--- src/sv/plst_pkg.sv ---
// ----------------------------------------------------------------------------
// plst_pkg: shared types for the positional list engine
// operation and status codes, field widths, controller/datapath interface
// ----------------------------------------------------------------------------
package plst_pkg;

    // fixed field widths of the command and result beats
    localparam int OP_W        = 3;
    localparam int POS_W       = 7;
    localparam int ENTRY_W     = 16;
    localparam int STATUS_W    = 2;
    localparam int COUNT_OUT_W = 7;

    // command codes, code 7 is unused and treated as a no-op
    typedef enum logic [OP_W-1:0] {
        OP_INS_FRONT = 3'd0,
        OP_INS_BACK  = 3'd1,
        OP_INS_AT    = 3'd2,
        OP_REM_FRONT = 3'd3,
        OP_REM_BACK  = 3'd4,
        OP_REM_AT    = 3'd5,
        OP_READ_AT   = 3'd6
    } op_t;

    typedef enum logic [STATUS_W-1:0] {
        ST_OK     = 2'd0,
        ST_EMPTY  = 2'd1,
        ST_BADPOS = 2'd2,
        ST_FULL   = 2'd3
    } status_t;

    // command class after decode
    typedef enum logic [1:0] {
        KIND_NONE   = 2'd0,
        KIND_INSERT = 2'd1,
        KIND_REMOVE = 2'd2,
        KIND_READ   = 2'd3
    } kind_t;

    // controller -> datapath commands
    typedef struct packed {
        logic accept;       // latch and decode incoming beat
        logic rd_target;    // read memory at target position
        logic rd_move;      // read memory at shift source
        logic wr_move;      // write shifted entry, step shift index
        logic wr_place;     // write new handle at target position
        logic keep_got;     // capture read data as result handle
        logic load_result;  // load output register, update count
    } cmd_t;

    // datapath -> controller status
    typedef struct packed {
        logic  ok;          // command passed its checks
        kind_t kind;
        logic  move_more;   // a shift step remains at current index
        logic  move_last;   // current shift step is the final one
    } stat_t;

endpackage

--- src/sv/plst_dpath.sv ---
// ----------------------------------------------------------------------------
// plst_dpath: list storage, count and shift datapath
// decodes commands, holds the handle memory and moves entries one at a time
// ----------------------------------------------------------------------------
module plst_dpath #(
    parameter int DEPTH       = 64,
    parameter int HANDLE_BITS = 16
) (
    input  logic                              clk,
    input  logic                              rst_n,
    input  logic [plst_pkg::OP_W-1:0]         operation,
    input  logic [plst_pkg::POS_W-1:0]        position,
    input  logic [plst_pkg::ENTRY_W-1:0]      entry,
    input  plst_pkg::cmd_t                    cmd,
    output plst_pkg::stat_t                   stat,
    output logic [plst_pkg::STATUS_W-1:0]     status,
    output logic [plst_pkg::ENTRY_W-1:0]      removed_entry,
    output logic [plst_pkg::COUNT_OUT_W-1:0]  entry_count
);

    localparam int AW   = $clog2(DEPTH);
    localparam int CW   = $clog2(DEPTH + 1);
    localparam int CMPW = ((CW > plst_pkg::POS_W) ? CW : plst_pkg::POS_W) + 1;

    logic [HANDLE_BITS-1:0] mem [DEPTH];

    logic [CW-1:0]           count_reg, count_next;
    plst_pkg::kind_t         kind_reg;
    plst_pkg::status_t       st_reg;
    logic [AW-1:0]           where_reg;
    logic [AW-1:0]           k_reg;
    logic [HANDLE_BITS-1:0]  entry_reg;
    logic [HANDLE_BITS-1:0]  got_reg;
    logic [HANDLE_BITS-1:0]  rdata_reg;

    logic [plst_pkg::STATUS_W-1:0]    status_reg;
    logic [plst_pkg::ENTRY_W-1:0]     removed_reg;
    logic [plst_pkg::COUNT_OUT_W-1:0] count_out_reg;

    // decode of the incoming beat
    plst_pkg::op_t      op_in;
    logic [CMPW-1:0]    cnt_w, pos_w, where_w, k_w, wh_w;
    plst_pkg::status_t  st_new;
    plst_pkg::kind_t    kind_new;
    logic               list_full, list_empty;

    logic                   rd_en, wr_en;
    logic [AW-1:0]          rd_addr, wr_addr;
    logic [HANDLE_BITS-1:0] wr_data;
    logic                   is_ok;

    assign op_in      = plst_pkg::op_t'(operation);
    assign cnt_w      = CMPW'(count_reg);
    assign pos_w      = CMPW'(position);
    assign list_full  = (cnt_w == CMPW'(DEPTH));
    assign list_empty = (count_reg == '0);

    always_comb
    begin
        where_w  = '0;
        kind_new = plst_pkg::KIND_NONE;
        st_new   = plst_pkg::ST_OK;
        unique case (op_in)
            plst_pkg::OP_INS_FRONT:
            begin
                kind_new = plst_pkg::KIND_INSERT;
                where_w  = '0;
            end
            plst_pkg::OP_INS_BACK:
            begin
                kind_new = plst_pkg::KIND_INSERT;
                where_w  = cnt_w;
            end
            plst_pkg::OP_INS_AT:
            begin
                kind_new = plst_pkg::KIND_INSERT;
                where_w  = pos_w;
            end
            plst_pkg::OP_REM_FRONT:
            begin
                kind_new = plst_pkg::KIND_REMOVE;
                where_w  = '0;
            end
            plst_pkg::OP_REM_BACK:
            begin
                kind_new = plst_pkg::KIND_REMOVE;
                where_w  = list_empty ? '0 : cnt_w - CMPW'(1);
            end
            plst_pkg::OP_REM_AT:
            begin
                kind_new = plst_pkg::KIND_REMOVE;
                where_w  = pos_w;
            end
            plst_pkg::OP_READ_AT:
            begin
                kind_new = plst_pkg::KIND_READ;
                where_w  = pos_w;
            end
            default:
            begin
                kind_new = plst_pkg::KIND_NONE;
                where_w  = '0;
            end
        endcase

        // full and empty take precedence over a bad position
        if (kind_new == plst_pkg::KIND_INSERT)
        begin
            if (list_full)
                st_new = plst_pkg::ST_FULL;
            else if (where_w > cnt_w)
                st_new = plst_pkg::ST_BADPOS;
        end
        else if (kind_new != plst_pkg::KIND_NONE)
        begin
            if (list_empty)
                st_new = plst_pkg::ST_EMPTY;
            else if (where_w >= cnt_w)
                st_new = plst_pkg::ST_BADPOS;
        end
    end

    // shift progress
    assign is_ok = (st_reg == plst_pkg::ST_OK);
    assign k_w   = CMPW'(k_reg);
    assign wh_w  = CMPW'(where_reg);

    always_comb
    begin
        stat.ok   = is_ok;
        stat.kind = kind_reg;
        if (kind_reg == plst_pkg::KIND_INSERT)
        begin
            stat.move_more = (k_w > wh_w);
            stat.move_last = (k_w == wh_w + CMPW'(1));
        end
        else
        begin
            stat.move_more = (k_w + CMPW'(1) < cnt_w);
            stat.move_last = (k_w + CMPW'(2) == cnt_w);
        end
    end

    // count changes once per command, when the result is loaded
    always_comb
    begin
        count_next = count_reg;
        if (cmd.load_result && is_ok)
        begin
            if (kind_reg == plst_pkg::KIND_INSERT)
                count_next = count_reg + CW'(1);
            else if (kind_reg == plst_pkg::KIND_REMOVE)
                count_next = count_reg - CW'(1);
        end
    end

    always_ff @(posedge clk or negedge rst_n)
    begin
        if (!rst_n)
        begin
            count_reg <= '0;
            kind_reg  <= plst_pkg::KIND_NONE;
            st_reg    <= plst_pkg::ST_OK;
        end
        else
        begin
            count_reg <= count_next;
            if (cmd.accept)
            begin
                kind_reg <= kind_new;
                st_reg   <= st_new;
            end
        end
    end

    // command payload, shift index and result registers
    always_ff @(posedge clk)
    begin
        if (cmd.accept)
        begin
            where_reg <= where_w[AW-1:0];
            k_reg     <= (kind_new == plst_pkg::KIND_INSERT) ? count_reg[AW-1:0]
                                                             : where_w[AW-1:0];
            entry_reg <= HANDLE_BITS'(entry);
            got_reg   <= '0;
        end
        else if (cmd.wr_move)
        begin
            k_reg <= (kind_reg == plst_pkg::KIND_INSERT) ? k_reg - AW'(1)
                                                         : k_reg + AW'(1);
        end
        if (cmd.keep_got)
            got_reg <= rdata_reg;
        if (cmd.load_result)
        begin
            status_reg    <= st_reg;
            removed_reg   <= is_ok ? plst_pkg::ENTRY_W'(got_reg) : '0;
            count_out_reg <= plst_pkg::COUNT_OUT_W'(count_next);
        end
    end

    // handle memory, one write and one registered read per cycle
    assign rd_en   = cmd.rd_target | cmd.rd_move;
    assign rd_addr = cmd.rd_target ? where_reg
                   : (kind_reg == plst_pkg::KIND_INSERT) ? k_reg - AW'(1)
                   : k_reg + AW'(1);
    assign wr_en   = cmd.wr_move | cmd.wr_place;
    assign wr_addr = cmd.wr_place ? where_reg : k_reg;
    assign wr_data = cmd.wr_place ? entry_reg : rdata_reg;

    always_ff @(posedge clk)
    begin
        if (wr_en)
            mem[wr_addr] <= wr_data;
        if (rd_en)
            rdata_reg <= mem[rd_addr];
    end

    assign status        = status_reg;
    assign removed_entry = removed_reg;
    assign entry_count   = count_out_reg;

    // count never passes capacity
    a_count_bound: assert property (@(posedge clk) disable iff (!rst_n)
        cnt_w <= CMPW'(DEPTH))
        else $error("list count above capacity");

    // count only moves when a result is loaded
    a_count_hold: assert property (@(posedge clk) disable iff (!rst_n)
        !cmd.load_result |=> $stable(count_reg))
        else $error("list count changed outside result load");

    // a shift write never happens past the target position
    a_move_range: assert property (@(posedge clk) disable iff (!rst_n)
        cmd.wr_move |-> stat.move_more)
        else $error("shift step beyond target position");

endmodule

--- src/sv/plst_ctrl.sv ---
// ----------------------------------------------------------------------------
// plst_ctrl: command sequencer for the positional list engine
// steps each command through fetch, shift, place and result load
// ----------------------------------------------------------------------------
module plst_ctrl (
    input  logic             clk,
    input  logic             rst_n,
    input  logic             in_valid,
    output logic             in_ready,
    output logic             out_valid,
    input  logic             out_ready,
    input  plst_pkg::stat_t  stat,
    output plst_pkg::cmd_t   cmd
);

    typedef enum logic [7:0] {
        S_IDLE    = 8'b0000_0001,
        S_DECIDE  = 8'b0000_0010,
        S_FETCH   = 8'b0000_0100,
        S_GRAB    = 8'b0000_1000,
        S_MOVE_RD = 8'b0001_0000,
        S_MOVE_WR = 8'b0010_0000,
        S_PLACE   = 8'b0100_0000,
        S_FINISH  = 8'b1000_0000
    } state_t;

    state_t state_reg, state_next;
    logic   out_valid_reg, out_valid_next;
    logic   slot_free;

    assign in_ready  = (state_reg == S_IDLE);
    assign out_valid = out_valid_reg;
    assign slot_free = !out_valid_reg || out_ready;

    always_comb
    begin
        cmd        = '0;
        state_next = state_reg;
        unique case (state_reg)
            S_IDLE:
            begin
                if (in_valid)
                begin
                    cmd.accept = 1'b1;
                    state_next = S_DECIDE;
                end
            end
            S_DECIDE:
            begin
                if (!stat.ok || stat.kind == plst_pkg::KIND_NONE)
                    state_next = S_FINISH;
                else if (stat.kind == plst_pkg::KIND_INSERT)
                    state_next = stat.move_more ? S_MOVE_RD : S_PLACE;
                else
                    state_next = S_FETCH;
            end
            S_FETCH:
            begin
                cmd.rd_target = 1'b1;
                state_next    = S_GRAB;
            end
            S_GRAB:
            begin
                cmd.keep_got = 1'b1;
                if (stat.kind == plst_pkg::KIND_REMOVE && stat.move_more)
                    state_next = S_MOVE_RD;
                else
                    state_next = S_FINISH;
            end
            S_MOVE_RD:
            begin
                cmd.rd_move = 1'b1;
                state_next  = S_MOVE_WR;
            end
            S_MOVE_WR:
            begin
                cmd.wr_move = 1'b1;
                if (!stat.move_last)
                    state_next = S_MOVE_RD;
                else if (stat.kind == plst_pkg::KIND_INSERT)
                    state_next = S_PLACE;
                else
                    state_next = S_FINISH;
            end
            S_PLACE:
            begin
                cmd.wr_place = 1'b1;
                state_next   = S_FINISH;
            end
            S_FINISH:
            begin
                if (slot_free)
                begin
                    cmd.load_result = 1'b1;
                    state_next      = S_IDLE;
                end
            end
            default:
            begin
                state_next = S_IDLE;
            end
        endcase
    end

    always_comb
    begin
        out_valid_next = out_valid_reg;
        if (cmd.load_result)
            out_valid_next = 1'b1;
        else if (out_ready)
            out_valid_next = 1'b0;
    end

    always_ff @(posedge clk or negedge rst_n)
    begin
        if (!rst_n)
        begin
            state_reg     <= S_IDLE;
            out_valid_reg <= 1'b0;
        end
        else
        begin
            state_reg     <= state_next;
            out_valid_reg <= out_valid_next;
        end
    end

endmodule

--- src/sv/positional_list_engine_top.sv ---
// ----------------------------------------------------------------------------
// positional_list_engine_top: ordered list of handles with positional access
// insert and remove at front, back or any position, plus read at position
// ----------------------------------------------------------------------------
// Keeps an ordered list of up to DEPTH handles of HANDLE_BITS bits, held in
// one memory with a single write and a single registered read per cycle.
// Every command beat gives exactly one result beat carrying a status, the
// removed or read handle, and the count after the command. Commands are taken
// one at a time; an insert or remove moves each later entry by one place, one
// entry at a time (memory read, then write). An insert moves count - position
// entries and then writes the new handle; a remove first reads the target
// entry and then moves count - 1 - position entries. Read-at only reads its
// entry, and rejected commands and the unused code go straight to the result
// load. The result sits in an output register, so the next command is taken
// while a result still waits for out_ready; a command only waits at its last
// step if the previous result was never taken.
// ----------------------------------------------------------------------------
module positional_list_engine_top #(
    parameter int DEPTH       = 64,
    parameter int HANDLE_BITS = 16
) (
    input  logic                              clk,
    input  logic                              rst_n,

    // command beat
    input  logic                              in_valid,
    output logic                              in_ready,
    input  logic [plst_pkg::OP_W-1:0]         operation,
    input  logic [plst_pkg::POS_W-1:0]        position,
    input  logic [plst_pkg::ENTRY_W-1:0]      entry,

    // result beat
    output logic                              out_valid,
    input  logic                              out_ready,
    output logic [plst_pkg::STATUS_W-1:0]     status,
    output logic [plst_pkg::ENTRY_W-1:0]      removed_entry,
    output logic [plst_pkg::COUNT_OUT_W-1:0]  entry_count
);

    // sequencer commands and datapath progress flags
    plst_pkg::cmd_t  cmd;
    plst_pkg::stat_t stat;

    // sequencer: one command at a time, shift loop, output handshake
    plst_ctrl u_ctrl (
        .clk       (clk),
        .rst_n     (rst_n),
        .in_valid  (in_valid),
        .in_ready  (in_ready),
        .out_valid (out_valid),
        .out_ready (out_ready),
        .stat      (stat),
        .cmd       (cmd)
    );

    // datapath: decode and checks, handle memory, count, result register
    plst_dpath #(
        .DEPTH       (DEPTH),
        .HANDLE_BITS (HANDLE_BITS)
    ) u_dpath (
        .clk           (clk),
        .rst_n         (rst_n),
        .operation     (operation),
        .position      (position),
        .entry         (entry),
        .cmd           (cmd),
        .stat          (stat),
        .status        (status),
        .removed_entry (removed_entry),
        .entry_count   (entry_count)
    );

endmodule
--- config.mk ---
export PLATFORM = sky130hd
export DESIGN_NAME = positional_list_engine_top
export DESIGN_NICKNAME = d
export VERILOG_FILES = /design/src/sv/plst_pkg.sv /design/src/sv/plst_dpath.sv /design/src/sv/plst_ctrl.sv /design/src/sv/positional_list_engine_top.sv
export SDC_FILE = /design/constraint.sdc
export NUM_CORES = 2
export LEC_CHECK = 0
export BUFFER_PORTS_ARGS = -buffer_cell sky130_fd_sc_hd__buf_2
export CAP_MARGIN = 10
export CORE_ASPECT_RATIO = 0.75
export CORE_MARGIN = 5
export CORE_UTILIZATION = 46
export DETAILED_ROUTE_END_ITERATION = 8
export PLACE_DENSITY = 0.69
export SETUP_SLACK_MARGIN = 0.2
export SYNTH_ARGS = -nofsm -noshare
export SYNTH_HDL_FRONTEND = slang
export SYNTH_SLANG_ARGS = --single-unit
export TNS_END_PERCENT = 1
--- constraint.sdc ---
create_clock -name clk -period 4.9 [get_ports clk]
set_clock_uncertainty 0.1 [all_clocks]
set_input_delay 0.98 -clock clk [delete_from_list [all_inputs] [get_ports clk]]
set_output_delay 0.98 -clock clk [all_outputs]
set_load 0.03 [all_outputs]
==> impl_metrics.prom <==
# TYPE chip_impl_metric gauge
chip_impl_info{name="outcome",value="complete, no violations"} 1
chip_impl_metric{name="grt_pass1_wl",unit="µm"} 184000
chip_impl_metric{name="timing.final.max_slew_violations",unit=""} 0
chip_impl_metric{name="multi_input_comb_area",unit="µm²"} 11000
chip_impl_metric{name="crit_path_arrival_time",unit="ns"} 5.10
chip_impl_metric{name="initial_utilization",unit=""} 0.463
chip_impl_metric{name="synth_sequential_area_ratio",unit=""} 0.738
chip_impl_metric{name="layout-drive-gt1-share",unit=""} 0.138
chip_impl_metric{name="grt.overflow.total",unit=""} 0
chip_impl_info{name="yosys_most_used_dff",value="edfxtp_1"} 1
chip_impl_metric{name="worst_pin_slew",unit="ns"} 1.19
chip_impl_metric{name="gp_routability_congestion",unit=""} 0.922
chip_impl_metric{name="synthesis.area",unit="µm²"} 45800
chip_impl_info{name="critPathCaptureType",value="register"} 1
chip_impl_metric{name="maximum_fanout_count_along_the_critical_path",unit=""} 16
chip_impl_info{name="grt_setup_unrepaired",value="yes"} 1
chip_impl_metric{name="final_net_count",unit=""} 3369
chip_impl_metric{name="final.setup.tns",unit="ns"} 0
chip_impl_metric{name="tritoncts_num_sinks",unit=""} 1129
chip_impl_info{name="kind_of_start_point_of_the_critical_path",value="register"} 1
chip_impl_metric{name="largest_net_degree_at_the_start_of_global_routing",unit=""} 94
chip_impl_metric{name="fillerInstances",unit=""} 7982
chip_impl_metric{name="drt_first_iter_violations",unit=""} 4539
chip_impl_metric{name="seq_area",unit="µm²"} 33800
chip_impl_metric{name="avgViaCountPerCell",unit=""} 6.11
chip_impl_metric{name="synthesis.nets",unit=""} 3213
chip_impl_metric{name="post_drt_antenna_nets",unit=""} 0
chip_impl_metric{name="detail_route.drc_violations",unit=""} 0
chip_impl_metric{name="cts_resized",unit=""} 0
chip_impl_metric{name="grtUsageTotal",unit=""} 0.231
chip_impl_metric{name="cts_htree_levels",unit=""} 3
chip_impl_metric{name="finalSetupViolations",unit=""} 0
chip_impl_metric{name="grt_antenna_before_repair",unit=""} 11
chip_impl_metric{name="clk_pin_slew",unit="ns"} 0.06
chip_impl_metric{name="worstPathRequired",unit="ns"} 5.23
chip_impl_info{name="final_cell_mix",value="edfxtp_1, nand2_1, a21oi_1"} 1
chip_impl_metric{name="synth-edff-count",unit=""} 1109
chip_impl_metric{name="fp.dieH",unit="µm"} 283
chip_impl_metric{name="die_area",unit="µm²"} 106000
chip_impl_metric{name="synth-async-reset-ratio",unit=""} 0.0177
chip_impl_metric{name="io_buffers",unit=""} 56
chip_impl_metric{name="detailedRoute.firstPassIterationCount",unit=""} 6
chip_impl_info{name="netlist_top_cells_area",value="edfxtp_1, nand2_1, mux2i_1"} 1
chip_impl_info{name="startpoint_to_endpoint_class_of_the_critical_path",value="register to register"} 1
chip_impl_metric{name="first_global_vias",unit=""} 26500
chip_impl_info{name="layout_commonest_cell",value="edfxtp_1"} 1
chip_impl_info{name="holdCritPathClass",value="input pin to async pin"} 1
chip_impl_metric{name="cts_made_buffers",unit=""} 98
chip_impl_info{name="cts_tree",value="yes"} 1
chip_impl_metric{name="hold_violations",unit=""} 0
chip_impl_metric{name="layout_min_cycle_time",unit="ns"} 4.77
chip_impl_metric{name="maximum_clock_rate",unit="GHz"} 0.210
chip_impl_metric{name="detailroute.via_count",unit=""} 28800
chip_impl_info{name="largest_register",value="u_dpath.mem"} 1
chip_impl_metric{name="yosys.area.top_type_share",unit=""} 0.727
chip_impl_metric{name="clock_path_buffers",unit=""} 3
chip_impl_metric{name="post-route-period-util",unit=""} 0.973
chip_impl_metric{name="synthesis.yosys.warnings",unit=""} 0
chip_impl_metric{name="io_pins",unit=""} 57
chip_impl_metric{name="clock_latency_on_the_worst_skew_pair",unit="ns"} 0.70
chip_impl_metric{name="synth.ff_latch_count",unit=""} 1129
chip_impl_metric{name="synthDistinctLibCells",unit=""} 79
chip_impl_metric{name="dp.final_hpwl",unit="µm"} 78300
chip_impl_metric{name="postSynthCellCount",unit=""} 3152
chip_impl_metric{name="area_growth",unit="%"} 13.1
chip_impl_metric{name="wl_per_cell",unit="µm"} 26.7
chip_impl_metric{name="max_cap_violations",unit=""} 0
chip_impl_metric{name="fp.dieW",unit="µm"} 374
chip_impl_metric{name="floorplan.core_area",unit="µm²"} 99000
chip_impl_metric{name="wl",unit="µm"} 126000
chip_impl_metric{name="synthesized_area_per_cell",unit="µm²"} 14.5
chip_impl_info{name="clockRootBuffer",value="clkbuf_16"} 1
chip_impl_metric{name="slew_headroom",unit=""} 0.204
chip_impl_metric{name="largest_register_ffs",unit=""} 1024
chip_impl_metric{name="std_cell_rows",unit=""} 100
chip_impl_info{name="yosys.area.top_type",value="edfxtp_1"} 1
[kinds of logic after synthesis]
kind of cell | synth area share
buffers and inverters | 0.0236
AND/OR/NAND/NOR | 0.103
flip-flops | 0.738
XOR/XNOR | 0.00536
adder cells (fa/ha/maj) | 0.00864
multiplexers | 0.0400
AO/OA/AOI/OAI | 0.0811
[critical path, stage by stage, from the launching register on]
cell      delay, ns
dfrtp_1        0.42
nand2b_1       0.28
clkinv_1       0.18
buf_4          0.22
ha_1           0.32
o21ai_0        0.12
o21bai_1       0.14
a21oi_1        0.09
xnor2_1        0.81
a32oi_1        0.31
buf_4          0.33
a221o_1        0.31
a21oi_1        0.54
and4b_1        0.31
[cells in the mapped netlist (all sizes together) (19+ instances only)]
cell,number
nand2,651
a31oi,56
nand3,146
xnor2,23
a32oi,56
edfxtp,1109
clkbuf,83
mux4,32
and3,22
o21ai,34
inv,19
a211oi,35
a21oi,173
nand4,23
nor2,93
mux2i,92
a21o,19
ha,30
buf,109
dfrtp,19
a22oi,62
and2,38
a311oi,23
o22ai,28
[final timing paths]
kind	startpoint	to	slack [ns]	depth (start not counted)
setup / recovery	u_dpath.kind_reg[1]$_DFFE_PN0P_	u_dpath.rdata_reg[4]$_DFFE_PP_	0.13	13
hold / removal	rst_n	u_dpath.count_reg[2]$_DFF_PN0_	0.15	1
setup reg to reg	u_dpath.kind_reg[1]$_DFFE_PN0P_	u_dpath.rdata_reg[4]$_DFFE_PP_	0.13	13
hold reg to reg	u_dpath.st_reg[0]$_DFFE_PN0P_	u_dpath.status[0]$_DFFE_PP_	0.38	0
max in group asynchronous	rst_n	u_ctrl.state_reg[0]$_DFFE_PN1P_	4.19	1
min in group clk	entry[9]	u_dpath.entry_reg[9]$_DFFE_PP_	0.38	1
[what timing repair did]
| action | 4_1_cts | 5_1_grt |
|---|---|---|
| buffers inserted | 0 | 4 |
| endpoints found under the setup margin | 0 | 2 |
| hold buffers | 0 | 0 |
[area by class of cell]
class / instances / area share
inverter: 20 / 0.00145
clock inverter: 60 / 0.0111
sequential: 1129 / 0.653
tap: 1326 / 0.0320
clock buffer: 121 / 0.0510
timing repair buffer: 248 / 0.0390
antenna: 3 / 0.000145
multi-input combinational: 1811 / 0.212
[stage by stage]
step	hold slack [ns]	std cells	worst slack, ns	utilization	cell area (µm²)
6_report	0.155	4718	0.133	0.523	51800
5_1_grt	0.160	4715	0.173	0.523	51800
4_1_cts	0.115	4711	0.334	0.523	51700
3_5_place_dp	0.361	4530	0.364	0.490	48500
3_3_place_gp	0.362	4530	0.320	0.490	48500
2_1_floorplan	0.343	3152	1.37	-	45800
[layer usage]
layer / share of wire / global-route usage / vias up
met1: 0.41 / 0.357 / 14300
met2: 0.42 / 0.318 / 1921
met4: 0.033 / 0.0706 / 2
met5: 0.00013 / 0 / -
li1: - / - / 12400
met3: 0.13 / 0.0645 / 250
Power is left out: the tool's default activity adds up to more than one toggle a clock period on the data nets, which glitch-free logic cannot reach.
